$ cat config.mk
export PLATFORM = sky130hd
export DESIGN_NAME = bcd_stopwatch_display_mux
export DESIGN_NICKNAME = d
export VERILOG_FILES = /design/src/design/bsdm_pkg.sv /design/src/design/bsdm_update.sv /design/src/design/bcd_stopwatch_display_mux.sv
export SDC_FILE = /design/constraint.sdc
export NUM_CORES = 1
export LEC_CHECK = 0
export ABC_AREA = 1
export BUFFER_PORTS_ARGS = -buffer_cell sky130_fd_sc_hd__buf_2
export CORE_MARGIN = 8
export CORE_UTILIZATION = 30
export CTS_BUF_LIST = sky130_fd_sc_hd__clkbuf_16
export CTS_CLUSTER_DIAMETER = 120
export DETAILED_ROUTE_END_ITERATION = 10
export GPL_TIMING_DRIVEN = 1
export SYNTH_ARGS = -nofsm -noshare
export SYNTH_HDL_FRONTEND = slang
export SYNTH_HIERARCHICAL = 1
export SYNTH_SLANG_ARGS = --single-unit
export TNS_END_PERCENT = 10
$ cat constraint.sdc
create_clock -name clk -period 5.1 [get_ports clk]
set_input_delay 1.275 -clock clk [delete_from_list [all_inputs] [get_ports clk]]
set_output_delay 1.275 -clock clk [all_outputs]
set_load 0.01 [all_outputs]
$ cat src/design/bsdm_pkg.sv
`default_nettype none

package bsdm_pkg;

    localparam logic [1:0] OP_COUNT   = 2'd0;
    localparam logic [1:0] OP_REFRESH = 2'd1;
    localparam logic [1:0] OP_CLEAR   = 2'd2;
    localparam logic [1:0] OP_LOAD    = 2'd3;

    localparam logic [3:0] DIGIT_MAX  = 4'd9;

    typedef struct packed {
        logic [1:0] operation;
        logic [1:0] digit_index;
        logic [3:0] digit_value;
    } item_t;

    typedef struct packed {
        logic [1:0]  digit_select;
        logic [6:0]  segments;
        logic        dot;
        logic [15:0] count_bcd;
    } result_t;

    // bit0 a through bit6 g, 1 = lit; out-of-range codes show as nine
    function automatic logic [6:0] seg_decode(input logic [3:0] d);
        logic [6:0] s;
        unique case (d)
            4'd0:    s = 7'h3F;
            4'd1:    s = 7'h06;
            4'd2:    s = 7'h5B;
            4'd3:    s = 7'h4F;
            4'd4:    s = 7'h66;
            4'd5:    s = 7'h6D;
            4'd6:    s = 7'h7D;
            4'd7:    s = 7'h07;
            4'd8:    s = 7'h7F;
            default: s = 7'h6F;
        endcase
        return s;
    endfunction

endpackage

`default_nettype wire

$ cat src/design/bsdm_update.sv
`default_nettype none

module bsdm_update #(
    parameter int NUM_DIGITS = 4,
    parameter int SEL_W      = 2
) (
    input  bsdm_pkg::item_t               item,
    input  logic [NUM_DIGITS-1:0][3:0]    digits_cur,
    input  logic [SEL_W-1:0]              sel_cur,
    output logic [NUM_DIGITS-1:0][3:0]    digits_next,
    output logic [SEL_W-1:0]              sel_next,
    output bsdm_pkg::result_t             result
);

    logic [3:0]  sel_digit;
    logic [15:0] bcd_w;
    logic [1:0]  select_w;

    always_comb
    begin
        logic       carry;
        logic       hit;
        logic [3:0] load_val;
        digits_next = digits_cur;
        sel_next    = sel_cur;
        carry       = 1'b0;
        hit         = 1'b0;
        load_val    = (item.digit_value > bsdm_pkg::DIGIT_MAX) ? bsdm_pkg::DIGIT_MAX
                                                               : item.digit_value;
        unique case (item.operation)
            bsdm_pkg::OP_COUNT:
            begin
                // ripple from the start digit toward digit 0; digit 0 wraps
                for (int i = NUM_DIGITS - 1; i >= 0; i--)
                begin
                    hit = carry || ({2'b00, item.digit_index} == 4'(i));
                    if (hit)
                    begin
                        digits_next[i] = (digits_cur[i] >= bsdm_pkg::DIGIT_MAX)
                                         ? 4'd0 : digits_cur[i] + 4'd1;
                    end
                    carry = hit && (digits_cur[i] == bsdm_pkg::DIGIT_MAX) && (i != 0);
                end
            end
            bsdm_pkg::OP_REFRESH:
            begin
                sel_next = (sel_cur == SEL_W'(NUM_DIGITS - 1)) ? '0 : sel_cur + SEL_W'(1);
            end
            bsdm_pkg::OP_CLEAR:
            begin
                digits_next = '0;
            end
            bsdm_pkg::OP_LOAD:
            begin
                for (int i = 0; i < NUM_DIGITS; i++)
                begin
                    if ({2'b00, item.digit_index} == 4'(i))
                    begin
                        digits_next[i] = load_val;
                    end
                end
            end
            default:
            begin
                digits_next = digits_cur;
            end
        endcase
    end

    always_comb
    begin
        sel_digit = 4'd0;
        for (int i = 0; i < NUM_DIGITS; i++)
        begin
            if (sel_next == SEL_W'(i))
            begin
                sel_digit = digits_next[i];
            end
        end
    end

    // digit 0 lands in the top nibble; only the four low-order digits fit
    for (genvar k = 0; k < 4; k++)
    begin : g_bcd
        if (k < NUM_DIGITS)
        begin : g_used
            assign bcd_w[4*k +: 4] = digits_next[NUM_DIGITS-1-k];
        end
        else
        begin : g_pad
            assign bcd_w[4*k +: 4] = 4'd0;
        end
    end

    if (SEL_W >= 2)
    begin : g_sel_wide
        assign select_w = sel_next[1:0];
    end
    else
    begin : g_sel_narrow
        assign select_w = {1'b0, sel_next};
    end

    assign result.digit_select = select_w;
    assign result.segments     = bsdm_pkg::seg_decode(sel_digit);
    assign result.dot          = (sel_next == SEL_W'(1));
    assign result.count_bcd    = bcd_w;

endmodule

`default_nettype wire

$ cat src/design/bcd_stopwatch_display_mux.sv
// Multiplexed BCD counter with seven-segment decode. Each input transaction
// (count tick, refresh tick, clear, load) yields exactly one result transaction
// showing the selected digit index, its segment pattern, the dot and the packed
// count after the operation. One transaction is taken every cycle when the
// output side keeps up; a transaction passes through the input register, then
// the digit update and decode into the result register, and the digit register
// file is updated in the same cycle as the result register, which sets the rate.
`default_nettype none

module bcd_stopwatch_display_mux #(
    parameter int NUM_DIGITS = 4
) (
    input  wire logic        clk,
    input  wire logic        rst_n,
    input  wire logic        in_valid,
    output logic             in_ready,
    input  wire logic [1:0]  operation,
    input  wire logic [1:0]  digit_index,
    input  wire logic [3:0]  digit_value,
    output logic             out_valid,
    input  wire logic        out_ready,
    output logic [1:0]       digit_select,
    output logic [6:0]       segments,
    output logic             dot,
    output logic [15:0]      count_bcd
);

    localparam int SEL_W = (NUM_DIGITS > 1) ? $clog2(NUM_DIGITS) : 1;

    logic                          in_valid_reg;
    bsdm_pkg::item_t               item_reg;
    bsdm_pkg::item_t               item_next;
    logic [NUM_DIGITS-1:0][3:0]    digits_reg;
    logic [NUM_DIGITS-1:0][3:0]    digits_next;
    logic [SEL_W-1:0]              sel_reg;
    logic [SEL_W-1:0]              sel_next;
    logic                          out_valid_reg;
    bsdm_pkg::result_t             result_reg;
    bsdm_pkg::result_t             result_next;
    logic                          advance;

    assign advance   = in_valid_reg && (!out_valid_reg || out_ready);
    assign in_ready  = !in_valid_reg || advance;

    assign item_next.operation   = operation;
    assign item_next.digit_index = digit_index;
    assign item_next.digit_value = digit_value;

    bsdm_update #(
        .NUM_DIGITS (NUM_DIGITS),
        .SEL_W      (SEL_W)
    ) u_update (
        .item        (item_reg),
        .digits_cur  (digits_reg),
        .sel_cur     (sel_reg),
        .digits_next (digits_next),
        .sel_next    (sel_next),
        .result      (result_next)
    );

    always_ff @(posedge clk or negedge rst_n)
    begin
        if (!rst_n)
        begin
            in_valid_reg  <= 1'b0;
            out_valid_reg <= 1'b0;
            digits_reg    <= '0;
            sel_reg       <= '0;
        end
        else
        begin
            if (in_ready)
            begin
                in_valid_reg <= in_valid;
            end
            if (advance)
            begin
                digits_reg    <= digits_next;
                sel_reg       <= sel_next;
                out_valid_reg <= 1'b1;
            end
            else if (out_ready)
            begin
                out_valid_reg <= 1'b0;
            end
        end
    end

    always_ff @(posedge clk)
    begin
        if (in_valid && in_ready)
        begin
            item_reg <= item_next;
        end
        if (advance)
        begin
            result_reg <= result_next;
        end
    end

    assign out_valid    = out_valid_reg;
    assign digit_select = result_reg.digit_select;
    assign segments     = result_reg.segments;
    assign dot          = result_reg.dot;
    assign count_bcd    = result_reg.count_bcd;

`ifndef SYNTHESIS
    a_advance_fills_output: assert property (@(posedge clk) disable iff (!rst_n)
        advance |=> out_valid_reg)
        else $error("processed transaction did not reach the result register");

    a_sel_only_on_refresh: assert property (@(posedge clk) disable iff (!rst_n)
        (advance && item_reg.operation != bsdm_pkg::OP_REFRESH) |=> $stable(sel_reg))
        else $error("selected digit moved without a refresh tick");

    a_clear_zeroes: assert property (@(posedge clk) disable iff (!rst_n)
        (advance && item_reg.operation == bsdm_pkg::OP_CLEAR) |=> (digits_reg == '0))
        else $error("clear left a nonzero digit");

    a_bcd_digits: assert property (@(posedge clk) disable iff (!rst_n)
        out_valid_reg |-> (count_bcd[3:0] <= 4'd9 && count_bcd[7:4] <= 4'd9 &&
                           count_bcd[11:8] <= 4'd9 && count_bcd[15:12] <= 4'd9))
        else $error("packed count holds a non-decimal digit");
`endif

endmodule

`default_nettype wire

==> summary.txt, run 1 <==
Number of flip-flops and latches in the synthesized netlist -> 54
Unrepaired setup endpoints after global routing -> no
Upper clock frequency limit -> 304 MHz
Filler instances -> 1239
Cell variety after synth -> 37
Antenna violations before repair -> 0
EDFF count, synth -> 34
Number of hold buffers added after cts -> 0
Detailed-route DRC error count -> 0
Max FO, Critical Path -> 26
Antenna Nets Post-Route -> 0
Global-route wire length before repair -> 13.4 mm
Layout cell share with drive strength beyond 1 -> 21.3%
CTS root buffer -> sky130_fd_sc_hd__clkbuf_16
Slew of the pin with the lowest slew margin -> 0.971 ns
Clock slew at the register clock pins of the worst setup and hold paths -> 0.07 ns
Share of flip-flops with an asynchronous set or reset after synthesis -> 37.0%
Synthesized area divided by synthesized cell count -> 8.46 sq um
Post-detailed-route via-to-cell ratio -> 4.70
Worst setup skew after layout -> 0.00580 ns
Crit path from -> out_ready
Worst relative slew slack -> 35.2%
Crit end category -> flip-flop
Total setup violations reported at the end of the flow -> 0
Critical path data required time -> 5.02 ns
Combinational cell fraction of total power -> 40.6%
Number of instances on the worst hold path -> 2
Startpoint class of the critical path -> input port
Sequential area share after synthesis -> 42.0%
Combined area of the multi-input logic cells -> 1660 sq um
Placeable core area -> 11900 sq um
Global-route usage over all layers -> 10.4%
# resized after CTS -> 0
Register share of total power -> 39.7%
Crit Path Category -> in -> reg
Power density cells -> 449 nW/um^2
Hold Path Origin -> sel_reg[1]
Net count, final -> 480
Outcome -> complete, no violations
Worst r2r path cells -> 13
Internal portion of total power -> 1.04 mW
Site Rows -> 40
Number of maximum-capacitance constraint violations -> 0
Full die area -> 15800 sq um
Most common cell after layout, fill and taps aside -> sky130_fd_sc_hd__nand2_1
Period utilisation layout -> 64.4%
Routability congestion estimate -> 0.835
Arrival time of the worst setup path -> 3.20 ns
Via count -> 2808
Number of clock sinks seen by CTS -> 54
Die height -> 126 um
Clk buf depth -> 2
Worst hold slack across all endpoints -> 0.526 ns
Register cell area after layout -> 1520 sq um
Buffers inserted during post-CTS setup optimization -> 0
CTS H-tree depth -> 2
Number of nets in the synthesized netlist -> 459
Final TNS setup -> 0 ns
Number of global-route vias before repair -> 2699
Sw Share -> 41.1%
Estimated wirelength of the detail-placed design -> 6.36 mm
Worst hold path type -> reg -> reg
Net switching power -> 0.727 mW
Minimum clock period after layout -> 3.29 ns
Number of slew-limit violations in the final report -> 0
Count of synthesis-stage warnings from yosys -> 6
Chip width -> 126 um
Area of the mapped netlist -> 3620 sq um
Clock network power share -> 19.7%
Total grt overflow -> 0
Highest ir drop seen on vdd -> 0.145 mV
Initial detailed-routing violation count -> 247
Most used flip-flop cell after synthesis -> sky130_fd_sc_hd__edfxtp_1
Number of CTS-inserted buffers -> 5
Worst-skew pair later-pin latency -> 0.29 ns
Routed wirelength normalized by instance count -> 13.7 um
Final hold violation count -> 0
Number of detailed-route iterations in the first pass -> 6
Commonest cells after routing, fill and taps aside -> 118 x sky130_fd_sc_hd__nand2_1, 48 x sky130_fd_sc_hd__inv_1, 40 x sky130_fd_sc_hd__nand3_1
Number of I/O port buffers -> 39
Starting Density -> 30.4%
Startpoint of the most critical register-to-register path -> item_reg[7]
Antenna cells -> 0
TritonCTS clock tree -> done
Synthesized instance count -> 428
I/O pin total -> 40
Area Growth Syn to Fin -> 8.67%
Sum of routed wire length over all layers -> 8.20 mm
Leakage dissipation -> 1.95 nW
Pin count of the biggest net entering global routing -> 27
-- final timing paths --
| check | end | slack (ns) |
|---|---|---|
| max in group asynchronous | digits_reg[8] | 3.84 |
| min in group asynchronous | digits_reg[6] | 0.93 |
| hold reg to reg | sel_reg[1] | 0.53 |
| setup / recovery | count_bcd[15] | 1.81 |
| hold / removal | sel_reg[1] | 0.53 |
| setup reg to reg | segments[1] | 1.97 |
-- layer usage --
layer  part of all wire (%)  vias to the layer above  GRT usage [%]  wire (um)
li1                       -                     1395              -          -
met1                     43                     1282           12.3       3530
met2                     49                      104           17.9       3990
met3                    5.2                       27           1.77        430
met4                    3.1                        0           4.95        253
met5                      0                        -              0          0
-- worst max-delay path, cell delays in order --
cell and delay (ns):
sky130_fd_sc_hd__buf_2 0.07, sky130_fd_sc_hd__inv_1 0.05, sky130_fd_sc_hd__nand2_2 0.34, sky130_fd_sc_hd__nand2_1 0.53, sky130_fd_sc_hd__inv_1 0.91
-- synthesized netlist by cell type, types with 3 or more instances --
cell | instances | share of area (%)
sky130_fd_sc_hd__nand2_1 | 118 | 12
sky130_fd_sc_hd__inv_1 | 48 | 5.0
sky130_fd_sc_hd__nand3_1 | 40 | 5.5
sky130_fd_sc_hd__edfxtp_1 | 34 | 28
sky130_fd_sc_hd__nor2_1 | 22 | 2.3
sky130_fd_sc_hd__dfrtp_1 | 20 | 14
sky130_fd_sc_hd__buf_4 | 19 | 3.9
sky130_fd_sc_hd__ha_1 | 19 | 6.6
sky130_fd_sc_hd__o21ai_0 | 15 | 2.1
sky130_fd_sc_hd__a21oi_1 | 12 | 1.7
sky130_fd_sc_hd__nand2_2 | 9 | 1.6
sky130_fd_sc_hd__nand2_4 | 9 | 2.8
sky130_fd_sc_hd__nand3_2 | 9 | 2.5
sky130_fd_sc_hd__inv_2 | 8 | 0.83
sky130_fd_sc_hd__o21ai_1 | 6 | 0.83
sky130_fd_sc_hd__xor2_1 | 6 | 1.5
sky130_fd_sc_hd__buf_6 | 3 | 0.93
sky130_fd_sc_hd__nand4_1 | 3 | 0.52
sky130_fd_sc_hd__nor2_2 | 3 | 0.52
sky130_fd_sc_hd__nor3_1 | 3 | 0.41
-- per-stage QoR --
stage / total power [mW] / cell area [sq um] / setup slack, ns / std cells / utilization (%)
floorplan: 1.29 / 3620 / 2.35 / 428 / -
global placement: 1.41 / 3780 / 1.61 / 589 / 31.8
detailed placement: 1.43 / 3780 / 1.49 / 589 / 31.8
CTS: 1.78 / 3940 / 1.80 / 597 / 33.0
global route: 1.91 / 3940 / 1.59 / 597 / 33.0
finish: 1.77 / 3940 / 1.81 / 597 / 33.0
-- power by group through the flow --
stage | clock network, mW | logic (mW) | registers [mW]
2_1_floorplan | 0 | 0.575 | 0.710
3_3_place_gp | 0 | 0.703 | 0.711
3_5_place_dp | 0 | 0.719 | 0.712
4_1_cts | 0.358 | 0.721 | 0.704
5_1_grt | 0.373 | 0.815 | 0.718
6_report | 0.349 | 0.717 | 0.702
-- area by class of cell --
cell class                      count  share of cell area [%]
Inverter                           58                    5.66
Multi-Input combinational cell    291                    42.2
Clock inverter                      3                   0.668
Clock buffer                        5                    3.18
Timing Repair Buffer               39                    4.96
Tap cell                          147                    4.67
Sequential cell                    54                    38.7
-- logic make-up (layout without fill, tap and decap cells) --
logic type,Yosys count,count (layout),synth area share [%]
DFF,54,54,42.0
buffers and inverters,83,105,12.1
AOI/OAI and AO/OA,41,41,6.56
and+or+nand+nor,225,225,31.3
xor gates and xnor gates,6,6,1.45
adders and majority gates,19,19,6.56
Note: power is estimated with default switching activity, not from simulation.
==> inputs of run 2 (changes only) <==
- ABC_AREA: 1 -> 0
- clock period: 5.1 -> 3.2 ns (I/O delays scaled with it)
==> run 2 against run 1 <==
  * Synthesized cell count is 24% lower
  * Critical path type is now reg -> reg
  * Critical endpoint is now segments[1]
  * Count of clock-buffer cells in the layout is the same
  * Worst setup slack got worse by 1.7 ns
  * Sequential share of layout area is 2.6 points lower
==> summary.txt, run 2 <==
Outcome -> complete, no violations
Cell taking the most area after synthesis -> sky130_fd_sc_hd__edfxtp_1
Number of CTS-inserted buffers -> 5
Crit end category -> flip-flop
Post-detailed-route via-to-cell ratio -> 5.05
Share of flip-flops with an asynchronous set or reset after synthesis -> 37.0%
Chip width -> 126 um
Ordered list of cells on the worst path -> inv_2, ha_1, nand3b_1, a221oi_4, buf_6, mux2i_1, o21ai_2, mux4_2, inv_2, ha_1, or3_1
Routability congestion estimate -> 0.894
Layout cell share with drive strength beyond 1 -> 34.6%
Placeable core area -> 11900 sq um
Number of I/O port buffers -> 39
Synthesized instance count -> 327
Arrival time of the worst setup path -> 3.16 ns
Top-count cell post-synth -> sky130_fd_sc_hd__edfxtp_1
Starting Density -> 30.6%
Top cells by count, synth -> 34 x sky130_fd_sc_hd__edfxtp_1, 25 x sky130_fd_sc_hd__nand2_1, 24 x sky130_fd_sc_hd__inv_1, 20 x sky130_fd_sc_hd__dfrtp_1, 19 x sky130_fd_sc_hd__ha_1
Total grt overflow -> 0
Detailed-route DRC error count -> 0
Total setup violations reported at the end of the flow -> 0
Placed Area -> 4030 sq um
Global-route usage over all layers -> 11.0%
Number of detailed-route iterations in the first pass -> 4
Worst relative slew slack -> 66.8%
Register cell area after layout -> 1520 sq um
Most common cell after layout, fill and taps aside -> sky130_fd_sc_hd__buf_2
Slew of the pin with the lowest slew margin -> 0.498 ns
CTS root buffer -> sky130_fd_sc_hd__clkbuf_16
Leakage dissipation -> 1.78 nW
Full die area -> 15900 sq um
TritonCTS clock tree -> done
Period utilisation layout -> 97.7%
Routed wirelength normalized by instance count -> 16.7 um
Number of nets in the synthesized netlist -> 358
Global-route wire length before repair -> 14.0 mm
Crit-path max cell delay -> 0.49 ns
Non-Filler Cell Area, Final -> 4220 sq um
Number of clock sinks seen by CTS -> 54
Worst r2r path cells -> 11
Estimated wirelength of the detail-placed design -> 6.63 mm
Via count -> 2626
Upper clock frequency limit -> 320 MHz
Antenna violations before repair -> 0
Number of global-route vias before repair -> 2664
Number of maximum-capacitance constraint violations -> 0
Most used flip-flop cell after synthesis -> sky130_fd_sc_hd__edfxtp_1
Power density cells -> 712 nW/um^2
Minimum clock period after layout -> 3.13 ns
Site Rows -> 40
Clk buf depth -> 2
Crit Path Category -> reg -> reg
Count of synthesis-stage warnings from yosys -> 6
Clock slew at the register clock pins of the worst setup and hold paths -> 0.07 ns
Worst setup skew after layout -> 0.00270 ns
Ranking of synthesized cells by area -> sky130_fd_sc_hd__edfxtp_1 28%, sky130_fd_sc_hd__dfrtp_1 14%, sky130_fd_sc_hd__ha_1 6.5%, sky130_fd_sc_hd__mux2_2 4.0%, sky130_fd_sc_hd__buf_4 3.7%
Share of the synthesized area in the top cell type -> 28.1%
Slack of the worst reg-to-reg path -> 0.07 ns
Die height -> 126 um
I/O pin total -> 40
Startpoint class of the critical path -> flip-flop
Area Growth Syn to Fin -> 15.8%
Highest ir drop seen on vdd -> 0.235 mV
Cell variety after synth -> 74
Critical path data required time -> 3.24 ns
Number of slew-limit violations in the final report -> 0
Initial detailed-routing violation count -> 176
Sequential area share after synthesis -> 41.8%
Final hold violation count -> 0
Area of the mapped netlist -> 3640 sq um
EDFF count, synth -> 34
Pin count of the biggest net entering global routing -> 23
Worst-skew pair later-pin latency -> 0.29 ns
Number of flip-flops and latches in the synthesized netlist -> 54
Worst hold path type -> in -> async
Synthesized area divided by synthesized cell count -> 11.1 sq um
Antenna Nets Post-Route -> 0
Commonest cells after routing, fill and taps aside -> 39 x sky130_fd_sc_hd__buf_2, 34 x sky130_fd_sc_hd__edfxtp_1, 31 x sky130_fd_sc_hd__buf_4
Filler instances -> 1173
CTS H-tree depth -> 2
Antenna cells -> 0
Fraction of the core area covered by cells at the end of the flow -> 35.4%
Max FO, Critical Path -> 4
Sum of routed wire length over all layers -> 8.71 mm
Slowest-stage cell, CP -> sky130_fd_sc_hd__mux4_2
Net count, final -> 404
Combined area of the multi-input logic cells -> 1820 sq um
## run 2: cell count changes in the layout (fill, tap and decap cells not counted), moves of 9 or more
cell,delta
sky130_fd_sc_hd__mux2_2,+13
sky130_fd_sc_hd__mux2_4,+9
sky130_fd_sc_hd__nor2_1,-10
sky130_fd_sc_hd__buf_4,+31
sky130_fd_sc_hd__nand3_1,-31
sky130_fd_sc_hd__nand3_2,-9
sky130_fd_sc_hd__nand2_1,-93
sky130_fd_sc_hd__nand2_2,-9
sky130_fd_sc_hd__inv_1,-26
## run 2: critical path, delay by kind of cell, from the launching register on
family / cells / cell delay [ns]
compound gates: 2 / 0.45
fa+ha+maj: 2 / 0.39
buf+inv: 3 / 0.34
flops: 1 / 0.42
mux: 2 / 0.71
simple gates: 2 / 0.57
## run 2: power by group
group / internal [mW] / switching, mW / total [mW]
Clock: 0.286 / 0.237 / 0.523
Sequential: 0.955 / 0.0939 / 1.05
Combinational: 0.657 / 0.773 / 1.43
Total: 1.90 / 1.10 / 3.00
## run 2: final cells by class
cell class / instances / share of cell area, %
well taps: 147 / 4.36
clock buffers: 5 / 2.97
inverters: 24 / 2.14
repair buffers: 72 / 10.9
multi-input cells: 216 / 43.2
flip-flops and latches: 54 / 36.1
clock inverters: 2 / 0.356
## run 2: cells by family (layout without fill, tap and decap cells)
group           Yosys count  in the layout  synth area share (%)
mux                      31             31                  11.6
flops                    54             54                  41.8
buf+inv                  57            103                  8.83
simple gates             96             96                  15.3
compound gates           70             70                  15.9
fa+ha+maj                19             19                  6.53
## run 2: path summary, 6_finish.rpt
check	start	end
min in group clk	in_valid_reg	out_valid
worst max-delay path	digits_reg[9]	segments[1]
max in group asynchronous	rst_n	out_valid
worst max register to register	digits_reg[9]	segments[1]
worst min register to register	in_valid_reg	out_valid
worst min-delay path	rst_n	digits_reg[6]
## run 2: metal layers
metal  track usage [%]  wire length [um]
met3              3.16               607
met4              3.26               109
met2              17.4              3890
met1              14.3              4100
met5                 0                 0
## run 2: stage by stage
| stage | setup WS [ns] | hold WS (ns) | cells | total power [mW] | TNS, ns |
|---|---|---|---|---|---|
| final | 0.0723 | 0.466 | 520 | 3.00 | 0 |
| after global routing | -0.0208 | 0.504 | 520 | 3.22 | -0.0208 |
| after CTS | 0.0325 | 0.502 | 518 | 3.00 | 0 |
| after detailed placement | -0.0193 | 0.534 | 511 | 2.46 | -0.0193 |
| after global placement | 0.00910 | 0.531 | 511 | 2.46 | 0 |
| after floorplan | 0.151 | 0.478 | 327 | 2.06 | 0 |
## run 2: timing repair
action / 4_1_cts / 5_1_grt
pin swaps: 0 / 1
setup buffers: 0 / 2
hold buffers: 0 / 0
endpoints found under the setup margin: 1 / 6
resized for setup: 1 / 9
==> inputs of run 3 (changes only) <==
- CTS_BUF_LIST: sky130_fd_sc_hd__clkbuf_16 -> unset
- RECOVER_POWER: unset -> 100
==> run 3 against run 2 <==
  * Clock skew about the same
  * Combinational power decreased by 3%
  * Sequential power about the same
  * Flip-flop and latch count unchanged
  * Final area decreased by 2.2%
  * Critical path type unchanged
  * Critical endpoint unchanged
  * Highest routed layer unchanged
==> summary.txt, run 3 (same netlist as run 2, synthesis figures left out) <==
Starting Density -> 30.6%
Net count, final -> 404
Met2 WL -> 3.90 mm
Routed wire length on met3 -> 664 um
Number of global-route vias before repair -> 2664
Estimated wirelength of the detail-placed design -> 6.63 mm
Most common cell after layout, fill and taps aside -> sky130_fd_sc_hd__edfxtp_1
Arrival time of the worst setup path -> 3.15 ns
Max FO, Critical Path -> 4
Top Metal Used -> met4
Period utilisation layout -> 97.3%
Overall power -> 2.95 mW
Number of slew-limit violations in the final report -> 0
Worst r2r path cells -> 11
Post-detailed-route via-to-cell ratio -> 5.05
Final TNS setup -> 0 ns
Combined area of the multi-input logic cells -> 1780 sq um
Register cell area after layout -> 1520 sq um
Site Rows -> 40
Clk buf depth -> 2
Startpoint class of the critical path -> flip-flop
DRT met1 WL -> 4.11 mm
Outcome -> complete, no violations
Worst setup skew after layout -> 0.00294 ns
Crit end category -> flip-flop
Global-route usage over all layers -> 11.0%
Worst relative slew slack -> 19.2%
Filler instances -> 1204
Via count -> 2624
Number of detailed-route iterations in the first pass -> 4
Upper clock frequency limit -> 321 MHz
CTS H-tree depth -> 2
Highest ir drop seen on vdd -> 0.236 mV
Fraction of the core area covered by cells at the end of the flow -> 34.6%
Area Growth Syn to Fin -> 13.3%
Minimum clock period after layout -> 3.11 ns
Non-Filler Cell Area, Final -> 4120 sq um
Antenna cells -> 0
Final hold violation count -> 0
Layout cell share with drive strength beyond 1 -> 23.9%
Power density cells -> 717 nW/um^2
Commonest cells after routing, fill and taps aside -> 34 x sky130_fd_sc_hd__edfxtp_1, 32 x sky130_fd_sc_hd__clkbuf_1, 26 x sky130_fd_sc_hd__nand2_1, 26 x sky130_fd_sc_hd__buf_4, 22 x sky130_fd_sc_hd__inv_1
Antenna Nets Post-Route -> 0
Critical path data required time -> 3.24 ns
Sum of routed wire length over all layers -> 8.78 mm
Full die area -> 15900 sq um
Number of hold buffers added after cts -> 0
CTS root buffer -> sky130_fd_sc_hd__clkbuf_16
Total grt overflow -> 0
Detailed-route DRC error count -> 0
Slew of the pin with the lowest slew margin -> 1.21 ns
Worst-skew pair later-pin latency -> 0.29 ns
Routability congestion estimate -> 0.894
Number of CTS-inserted buffers -> 5
TritonCTS clock tree -> done
Placed Area -> 4030 sq um
Chip width -> 126 um
Number of clock sinks seen by CTS -> 54
Routed wirelength normalized by instance count -> 16.9 um
Worst hold path type -> reg -> reg
Clock slew at the register clock pins of the worst setup and hold paths -> 0.07 ns
Number of maximum-capacitance constraint violations -> 0
Crit Path Category -> reg -> reg
Total setup violations reported at the end of the flow -> 0
Number of instances on the worst hold path -> 1
Antenna violations before repair -> 0
Leakage dissipation -> 1.66 nW
Initial detailed-routing violation count -> 169
I/O pin total -> 40
Pin count of the biggest net entering global routing -> 23
Die height -> 126 um
Global-route wire length before repair -> 14.0 mm
Number of I/O port buffers -> 39
Placeable core area -> 11900 sq um
[run 3: timing repair]
item                                    in CTS  in global routing
gates resized for setup                      1                  9
endpoints found under the setup margin       1                  6
pin swaps                                    0                  1
buffers inserted                             0                  2
[run 3: routing by layer]
layer | vias to the layer above | global-route usage (%)
li1 | 1273 | -
met1 | 1253 | 14.3
met2 | 90 | 17.4
met3 | 8 | 3.16
met4 | 0 | 3.26
met5 | - | 0
[run 3: final timing paths]
check                              start            end  slack, ns
max reg2reg                digits_reg[9]    segments[1]       0.09
max                        digits_reg[9]    segments[1]       0.09
min reg2reg                 in_valid_reg      out_valid       0.50
min in group asynchronous          rst_n  digits_reg[7]       0.74
min                         in_valid_reg      out_valid       0.50
max in group asynchronous          rst_n      out_valid       1.74
[run 3: critical path, stage by stage, from the launching register on]
cell and delay (ns):
sky130_fd_sc_hd__dfrtp_1 0.42, sky130_fd_sc_hd__inv_2 0.09, sky130_fd_sc_hd__ha_1 0.16, sky130_fd_sc_hd__nand3b_1 0.21
sky130_fd_sc_hd__a221oi_4 0.35, sky130_fd_sc_hd__buf_6 0.15, sky130_fd_sc_hd__mux2i_1 0.22, sky130_fd_sc_hd__o21ai_2 0.10
sky130_fd_sc_hd__mux4_2 0.48, sky130_fd_sc_hd__inv_2 0.09, sky130_fd_sc_hd__ha_1 0.23, sky130_fd_sc_hd__or3_1 0.37
[run 3: layout make-up]
| cell class | instances | area share [%] |
|---|---|---|
| clock inverters | 2 | 0.364 |
| multi-input cells | 216 | 43.1 |
| inverters | 24 | 2.19 |
| repair buffers | 72 | 9.92 |
| well taps | 147 | 4.46 |
| flip-flops and latches | 54 | 36.9 |
| clock buffers | 5 | 3.03 |
[run 3: stage by stage]
step	setup slack, ns	hold slack (ns)	std cells
after global placement	0.00910	0.531	511
after floorplan	0.151	0.478	327
after detailed placement	-0.0193	0.534	511
after CTS	0.0325	0.502	518
final	0.0850	0.503	520
after global routing	-0.0135	0.531	520
[run 3: where the power goes]
part           total [mW]  internal (mW)  leakage (nW)  switching (mW)
combinational        1.38          0.611          1.01           0.770
sequential           1.05          0.956         0.587          0.0951
clock               0.523          0.286        0.0619           0.237
total                2.95           1.85          1.66            1.10
